==> src/rtl/core/brfifo_pkg.sv <==
// ----------------------------------------------------------------------------
// brfifo_pkg
// Shared sizes, codes and helpers for the burst ring FIFO.
// ----------------------------------------------------------------------------
package brfifo_pkg;

    localparam int DEPTH      = 64;
    localparam int ELEM_BYTES = 4;

    localparam int IDX_W  = $clog2(DEPTH);
    localparam int CNT_W  = 7;
    localparam int DATA_W = 32;

    localparam logic [DATA_W-1:0] ELEM_MASK =
        (ELEM_BYTES >= 4) ? {DATA_W{1'b1}}
                          : DATA_W'((64'd1 << (8 * ELEM_BYTES)) - 64'd1);

    localparam logic [CNT_W-1:0] DEPTH_CNT = CNT_W'(DEPTH);

    localparam logic OP_PUT = 1'b0;
    localparam logic OP_GET = 1'b1;

    function automatic logic [CNT_W-1:0] used_of(input logic [CNT_W-1:0] wc,
                                                 input logic [CNT_W-1:0] rc);
        used_of = wc - rc;
    endfunction

    function automatic logic [CNT_W-1:0] free_of(input logic [CNT_W-1:0] used);
        free_of = (used <= DEPTH_CNT) ? (DEPTH_CNT - used) : '0;
    endfunction

endpackage

==> src/rtl/core/burst_ring_fifo.sv <==
// ----------------------------------------------------------------------------
// burst_ring_fifo
// Ring FIFO with all-or-nothing put bursts and counted get requests.
// ----------------------------------------------------------------------------
// Input channel (in_valid/in_ready): op, burst_count, put_data. A put burst
// is a run of put beats; its first beat decides from the free space whether
// the whole burst is stored or refused. A get beat asks for burst_count
// elements and yields that many result beats (one for zero), or one refusal.
// Output channel (out_valid/out_ready): one result beat per put beat, one per
// popped element, last set on the final beat of each input beat, with the
// used and free counts and the empty flag after that beat.
// A put or refused get shows its result in the cycle after it is taken;
// a put beat is taken every cycle while the output drains. An accepted get
// enters the get state, reads its elements from the RAM in turn and gives
// one beat per cycle while the receiver takes them (the RAM read port is
// pipelined one ahead); no new input is taken until its last beat is out.
// Reset clears the counters and burst state; the element RAM is not cleared.
// When the receiver stalls, the output register holds its beat, no new input
// is taken and the RAM read stream pauses with the pending word held.
// ----------------------------------------------------------------------------
module burst_ring_fifo (
    input  logic                             clk,
    input  logic                             rst_n,
    input  logic                             in_valid,
    output logic                             in_ready,
    input  logic                             op,
    input  logic [brfifo_pkg::CNT_W-1:0]     burst_count,
    input  logic [brfifo_pkg::DATA_W-1:0]    put_data,
    output logic                             out_valid,
    input  logic                             out_ready,
    output logic                             ok,
    output logic [brfifo_pkg::DATA_W-1:0]    get_data,
    output logic                             last,
    output logic [brfifo_pkg::CNT_W-1:0]     used_count,
    output logic [brfifo_pkg::CNT_W-1:0]     free_count,
    output logic                             is_empty
);

    typedef enum logic {ST_IDLE, ST_GET} state_t;

    state_t                          state_reg, state_next;
    logic [brfifo_pkg::CNT_W-1:0]    wcnt_reg, wcnt_next;
    logic [brfifo_pkg::CNT_W-1:0]    rcnt_reg, rcnt_next;
    logic [brfifo_pkg::CNT_W-1:0]    burst_rem_reg, burst_rem_next;
    logic                            burst_acc_reg, burst_acc_next;
    logic [brfifo_pkg::CNT_W-1:0]    issue_left_reg, issue_left_next;
    logic [brfifo_pkg::CNT_W-1:0]    out_left_reg, out_left_next;
    logic [brfifo_pkg::IDX_W-1:0]    rd_addr_reg, rd_addr_next;
    logic                            rd_pend_reg, rd_pend_next;

    logic                            out_valid_reg, out_valid_next;
    logic                            ok_reg, ok_next;
    logic [brfifo_pkg::DATA_W-1:0]   data_reg, data_next;
    logic                            last_reg, last_next;
    logic [brfifo_pkg::CNT_W-1:0]    used_reg, used_next;
    logic [brfifo_pkg::CNT_W-1:0]    free_reg, free_next;
    logic                            empty_reg, empty_next;

    logic                            ram_we;
    logic                            ram_re;
    logic [brfifo_pkg::DATA_W-1:0]   ram_rdata;

    logic                            out_free;
    logic                            in_fire;
    logic                            consume;
    logic                            issue;
    logic [brfifo_pkg::CNT_W-1:0]    used_now;
    logic [brfifo_pkg::CNT_W-1:0]    put_n;
    logic [brfifo_pkg::CNT_W-1:0]    put_rem;
    logic                            put_acc;
    logic [brfifo_pkg::CNT_W-1:0]    used_after;

    brfifo_ram #(
        .WIDTH (brfifo_pkg::DATA_W),
        .DEPTH (brfifo_pkg::DEPTH)
    ) u_ram (
        .clk     (clk),
        .wr_en   (ram_we),
        .wr_addr (wcnt_reg[brfifo_pkg::IDX_W-1:0]),
        .wr_data (put_data & brfifo_pkg::ELEM_MASK),
        .rd_en   (ram_re),
        .rd_addr (rd_addr_reg),
        .rd_data (ram_rdata)
    );

    assign out_free = !out_valid_reg || out_ready;
    assign in_ready = (state_reg == ST_IDLE) && out_free;
    assign in_fire  = in_valid && in_ready;
    assign used_now = brfifo_pkg::used_of(wcnt_reg, rcnt_reg);
    assign put_n    = (burst_count == '0) ? brfifo_pkg::CNT_W'(1) : burst_count;
    assign put_acc  = (burst_rem_reg == '0) ? (brfifo_pkg::free_of(used_now) >= put_n)
                                            : burst_acc_reg;
    assign put_rem  = (burst_rem_reg == '0) ? put_n : burst_rem_reg;
    assign consume  = (state_reg == ST_GET) && rd_pend_reg && out_free;
    assign issue    = (state_reg == ST_GET) && (issue_left_reg != '0)
                      && (!rd_pend_reg || consume);

    always_comb
    begin
        state_next      = state_reg;
        wcnt_next       = wcnt_reg;
        rcnt_next       = rcnt_reg;
        burst_rem_next  = burst_rem_reg;
        burst_acc_next  = burst_acc_reg;
        issue_left_next = issue_left_reg;
        out_left_next   = out_left_reg;
        rd_addr_next    = rd_addr_reg;
        rd_pend_next    = rd_pend_reg;
        out_valid_next  = out_valid_reg && !out_ready;
        ok_next         = ok_reg;
        data_next       = data_reg;
        last_next       = last_reg;
        used_next       = used_reg;
        free_next       = free_reg;
        empty_next      = empty_reg;
        ram_we          = 1'b0;
        ram_re          = 1'b0;
        used_after      = used_now;

        unique case (state_reg)
            ST_IDLE:
            begin
                if (in_fire)
                begin
                    out_valid_next = 1'b1;
                    data_next      = '0;
                    last_next      = 1'b1;
                    if (op == brfifo_pkg::OP_PUT)
                    begin
                        burst_acc_next = put_acc;
                        burst_rem_next = put_rem - brfifo_pkg::CNT_W'(1);
                        ok_next        = put_acc;
                        if (put_acc)
                        begin
                            ram_we     = 1'b1;
                            wcnt_next  = wcnt_reg + brfifo_pkg::CNT_W'(1);
                            used_after = used_now + brfifo_pkg::CNT_W'(1);
                        end
                    end
                    else if ((burst_rem_reg != '0) || (used_now < burst_count))
                    begin
                        ok_next = 1'b0;
                    end
                    else if (burst_count == '0)
                    begin
                        ok_next = 1'b1;
                    end
                    else
                    begin
                        out_valid_next  = 1'b0;
                        state_next      = ST_GET;
                        issue_left_next = burst_count;
                        out_left_next   = burst_count;
                        rd_addr_next    = rcnt_reg[brfifo_pkg::IDX_W-1:0];
                        rd_pend_next    = 1'b0;
                    end
                    used_next  = used_after;
                    free_next  = brfifo_pkg::free_of(used_after);
                    empty_next = (used_after == '0);
                end
            end
            ST_GET:
            begin
                if (issue)
                begin
                    ram_re          = 1'b1;
                    rd_addr_next    = rd_addr_reg + brfifo_pkg::IDX_W'(1);
                    issue_left_next = issue_left_reg - brfifo_pkg::CNT_W'(1);
                    rd_pend_next    = 1'b1;
                end
                else if (consume)
                begin
                    rd_pend_next = 1'b0;
                end
                if (consume)
                begin
                    used_after     = used_now - brfifo_pkg::CNT_W'(1);
                    rcnt_next      = rcnt_reg + brfifo_pkg::CNT_W'(1);
                    out_left_next  = out_left_reg - brfifo_pkg::CNT_W'(1);
                    out_valid_next = 1'b1;
                    ok_next        = 1'b1;
                    data_next      = ram_rdata;
                    last_next      = (out_left_reg == brfifo_pkg::CNT_W'(1));
                    used_next      = used_after;
                    free_next      = brfifo_pkg::free_of(used_after);
                    empty_next     = (used_after == '0);
                    if (out_left_reg == brfifo_pkg::CNT_W'(1))
                    begin
                        state_next = ST_IDLE;
                    end
                end
            end
            default:
            begin
                state_next = ST_IDLE;
            end
        endcase
    end

    always_ff @(posedge clk or negedge rst_n)
    begin
        if (!rst_n)
        begin
            state_reg      <= ST_IDLE;
            wcnt_reg       <= '0;
            rcnt_reg       <= '0;
            burst_rem_reg  <= '0;
            burst_acc_reg  <= 1'b0;
            issue_left_reg <= '0;
            out_left_reg   <= '0;
            rd_pend_reg    <= 1'b0;
            out_valid_reg  <= 1'b0;
        end
        else
        begin
            state_reg      <= state_next;
            wcnt_reg       <= wcnt_next;
            rcnt_reg       <= rcnt_next;
            burst_rem_reg  <= burst_rem_next;
            burst_acc_reg  <= burst_acc_next;
            issue_left_reg <= issue_left_next;
            out_left_reg   <= out_left_next;
            rd_pend_reg    <= rd_pend_next;
            out_valid_reg  <= out_valid_next;
        end
    end

    always_ff @(posedge clk)
    begin
        rd_addr_reg <= rd_addr_next;
        ok_reg      <= ok_next;
        data_reg    <= data_next;
        last_reg    <= last_next;
        used_reg    <= used_next;
        free_reg    <= free_next;
        empty_reg   <= empty_next;
    end

    assign out_valid  = out_valid_reg;
    assign ok         = ok_reg;
    assign get_data   = data_reg;
    assign last       = last_reg;
    assign used_count = used_reg;
    assign free_count = free_reg;
    assign is_empty   = empty_reg;

endmodule

==> src/rtl/core/brfifo_ram.sv <==
// ----------------------------------------------------------------------------
// brfifo_ram
// Simple dual-port RAM, one write and one read port, registered read data.
// ----------------------------------------------------------------------------
module brfifo_ram #(
    parameter int WIDTH = 32,
    parameter int DEPTH = 64
) (
    input  logic                     clk,
    input  logic                     wr_en,
    input  logic [$clog2(DEPTH)-1:0] wr_addr,
    input  logic [WIDTH-1:0]         wr_data,
    input  logic                     rd_en,
    input  logic [$clog2(DEPTH)-1:0] rd_addr,
    output logic [WIDTH-1:0]         rd_data
);

    logic [WIDTH-1:0] mem [DEPTH];

    always_ff @(posedge clk)
    begin
        if (wr_en)
        begin
            mem[wr_addr] <= wr_data;
        end
        if (rd_en)
        begin
            rd_data <= mem[rd_addr];
        end
    end

endmodule

==> config.mk <==
export PLATFORM = sky130hd
export DESIGN_NAME = burst_ring_fifo
export DESIGN_NICKNAME = d
export VERILOG_FILES = /design/src/rtl/core/brfifo_pkg.sv /design/src/rtl/core/burst_ring_fifo.sv /design/src/rtl/core/brfifo_ram.sv
export SDC_FILE = /design/constraint.sdc
export NUM_CORES = 2
export LEC_CHECK = 0
export BUFFER_PORTS_ARGS = -buffer_cell sky130_fd_sc_hd__buf_2
export CAP_MARGIN = 20
export CORE_MARGIN = 2
export CORE_UTILIZATION = 30
export CTS_CLUSTER_DIAMETER = 100
export DETAILED_ROUTE_END_ITERATION = 8
export HOLD_SLACK_MARGIN = 0.1
export SYNTH_ARGS = -nofsm -noshare
export SYNTH_HDL_FRONTEND = slang
export SYNTH_SLANG_ARGS = --single-unit
==> constraint.sdc <==
create_clock -name clk -period 10.83 [get_ports clk]
set_input_delay 1.6245 -clock clk [delete_from_list [all_inputs] [get_ports clk]]
set_output_delay 1.6245 -clock clk [all_outputs]
set_load 0.01 [all_outputs]
==> flow_summary.ini <==
[finish]
layout-drive-gt1-share_pct = 32.43
syn_to_final_growth_pct = 15.80
largest_reg_flops = 2048
regMostFlops = u_ram.mem
nets = 3884
fillCellCount = 25400

[pwr]
p_per_area_mw_per_mm2 = 262.8
p_leak_uw = 0.02992
ir_drop_v = 0.0002336

[drt]
vias_per_cell = 5.056
drtIter0Drc = 4886
post_drt_wl_per_cell_um = 28.38
firstDrtPassIters = 5
finalWirelength_um = 219300
detail-route-antenna-nets = 0
drcViolationCount = 0
via_count = 39070

[synth]
yosys-top-cells-area = edfxtp_1, mux4_2, dfrtp_1
ys_ff_latch = 2174
syn_area_mm2 = 0.08454
yosys_warnings = 0
ys_async_sr_fraction_pct = 1.794
synth_cells = 3578
synthXorXnorAreaFrac_pct = 0.4854
synth_top_cell_by_area = edfxtp_1
synth_nets = 3654
synth_compound_area_share_pct = 1.171
synth_edf_count = 2135
synth-simple-area-share_pct = 1.798
synth.distinct_cells = 85
synth-seq-area-share_pct = 76.99
synthMuxAreaShare_pct = 18.02
synth_top_area_share_pct = 75.83
synth-adder-area-share_pct = 0.4825
ys.flop_type = edfxtp_1
post_synth.cell_area_avg_um2 = 23.63
synth_top_family_by_area = multiplexers

[sta]
fmax_ghz = 0.1346
rsz0062_at_grt = false
slew_violations = 0
tns_ns = 0
clock-skew-final_ns = 0.07918
tightest_slew_ns = 1.092
fin_hold_ws_ns = 0.4967
finalSetupViolCount = 0
slew_headroom_pct = 27.03
hold_violations = 0
post-route-min-period_ns = 7.430
fin_crit_sh_pct = 68.60

[global_route]
antenna_found_initial = 15
grtUsageTotal_pct = 15.11
grt_max_degree = 140
grt_pass1_vias = 38590
grt-ovfl-total = 0
grt_pass1_wl_um = 306700

[setup_path]
start_kind = flip-flop
cp_top_family = simple AND/OR/NAND/NOR gates
critPathArrivalTime_ns = 7.90
crit_path_top_delay_cell = nor2_4
crit_type = reg -> reg
r2r_start = wcnt_reg[0]
path_max_fanout = 32
worst-path-buf-inv = 3
worstPathCellList = inv_1 -> ha_1 -> inv_1 -> fa_1 -> a211oi_2 -> nor2_4 -> xnor2_4 -> inv_2 -> nor4_4 -> xor2_2 -> nor2b_1 -> ha_1 -> and4_1 -> o21ai_1 -> o211a_1 -> nor3_2 -> nand3_1 -> nor2_4
ff2ff_path_depth = 18
end_kind = flip-flop
max_stage_delay_ns = 1.14
r2r_setup_slack_ns = 3.40
r2r_end = u_ram.mem[9][8]
critPathRequiredTime_ns = 11.30

[floorplan]
die_w_um = 534.9
die_h_um = 534.9
initial_utilization_pct = 30.21
num_rows = 194
dieArea_mm2 = 0.2861
ios = 95
core_area_mm2 = 0.2799

[min_path]
holdPathEnd = wcnt_reg[6]
min_path_cells = 1
holdCritStartpoint = wcnt_reg[6]
min_path_type = reg -> reg

[cts]
cts_root_buffer = clkbuf_16
cts_buffer_depth = 3
clkTransAtPathRegs_ns = 0.06
clk_latency_ns = 0.86
cts_setup_buffers = 0
h-tree-depth = 4
cts_hold_buf = 0
cts_made_buffers = 216
cts_resized = 0
cts_tree = done
clock_sinks = 2174

[flow_run]
max_cap_viol_count = 0

[status]
status = finished, final reports clean

[place]
hpwl_um = 131000
io_buffers = 94
gp_congestion = 0.8224
==> worst max path at each step <==
stage                     start           endpoint  slack [ns]  cells after the start
finish              wcnt_reg[0]    u_ram.mem[9][8]        3.40                     18
CTS                 wcnt_reg[0]  u_ram.mem[12][27]        3.31                     18
global placement    wcnt_reg[0]    u_ram.mem[9][7]        3.50                     16
detailed placement  wcnt_reg[0]   u_ram.mem[12][6]        3.37                     18
global route        wcnt_reg[0]   u_ram.mem[9][23]        3.00                     16
floorplan           wcnt_reg[0]   u_ram.mem[52][0]        4.87                     20
==> synth_stat cells, types with 3 or more instances <==
cell / number
o22ai_1: 5
nand4_1: 3
xor2_1: 9
nor3_1: 13
a211oi_1: 3
nand2_1: 56
ha_1: 31
inv_2: 3
a211o_1: 3
and3b_1: 3
dfrtp_1: 39
o221a_2: 9
o21a_1: 6
clkbuf_1: 97
nor2_1: 107
buf_2: 53
nor4_2: 3
mux4_2: 672
inv_1: 33
nor4_1: 6
or3_1: 8
nand3_1: 23
mux2i_1: 8
or2_2: 4
nor2b_1: 7
edfxtp_1: 2135
a21oi_1: 38
buf_1: 26
and2_1: 37
nor3b_1: 4
xnor2_1: 26
o211ai_1: 6
nand2b_1: 7
o21ai_0: 26
==> cells by family (layout without fill, tap and decap cells) <==
group,count (synthesis),after routing
flip-flops,2174,2174
multiplexers,682,682
AND/OR/NAND/NOR,301,301
buffers and inverters,214,626
AO/OA/AOI/OAI,135,135
XOR/XNOR,40,40
adder cells (fa/ha/maj),32,32
other,0,13
==> report_power, final <==
group | leakage (uW) | internal, uW | switching [uW]
Clock | 0.00347 | 4250 | 3210
Combinational | 0.00671 | 3480 | 4970
Sequential | 0.0197 | 9660 | 157
Total | 0.0299 | 17400 | 8340
==> final cells by class <==
cell class | count | area (um^2) | area share [%]
antenna | 13 | 32.53 | 0.03323
multi-input combinational | 1190 | 19090 | 19.50
tap | 3724 | 4659 | 4.760
inverter | 36 | 135.1 | 0.1380
clock buffer | 261 | 5624 | 5.745
timing repair buffer | 190 | 1757 | 1.794
clock inverter | 139 | 1513 | 1.545
sequential | 2174 | 65090 | 66.49
==> metrics by stage <==
| stage | util [%] | cells | total power (uW) | setup WS [ns] | instance area, um^2 |
|---|---|---|---|---|---|
| global placement | 32.20 | 7289 | 18550 | 3.495 | 90120 |
| floorplan | - | 3578 | 15240 | 4.872 | 84540 |
| global route | 34.97 | 7714 | 26610 | 2.996 | 97870 |
| detailed placement | 32.23 | 7293 | 18540 | 3.370 | 90210 |
| finish | 34.98 | 7727 | 25730 | 3.400 | 97900 |
| CTS | 34.78 | 7693 | 25980 | 3.313 | 97350 |
==> placed cells by master (no fill, tap or decap), types with 5 or more instances in the layout <==
master	count
edfxtp_1	2135
mux4_2	672
clkbuf_16	216
buf_4	85
buf_2	73
nor2_4	64
nand2_1	53
clkinv_1	48
nor2_1	45
clkinv_2	43
clkbuf_1	40
a21oi_1	38
dfrtp_1	38
and2_1	35
inv_1	33
ha_1	31
xnor2_1	26
o21ai_0	26
bufinv_16	22
nand3_1	19
buf_12	17
buf_16	15
diode_2	13
nor3_1	13
xor2_1	9
o221a_2	9
mux2i_1	8
clkinv_16	8
nand2b_1	7
nor2b_1	7
nor4_1	6
o211ai_1	6
or3_1	6
o21a_1	6
clkinvlp_4	6
o22ai_1	5
nand3_2	5
clkbuf_8	5
==> layer usage <==
metal	vias to the layer above	global-route usage [%]	wire [um]
met5	-	0	36
met4	6	4.652	6281
met3	261	3.006	17640
met2	1662	24.01	104900
met1	21330	20.94	90390
li1	15810	-	-
No activity file was read; power rests on OpenSTA's default activity.
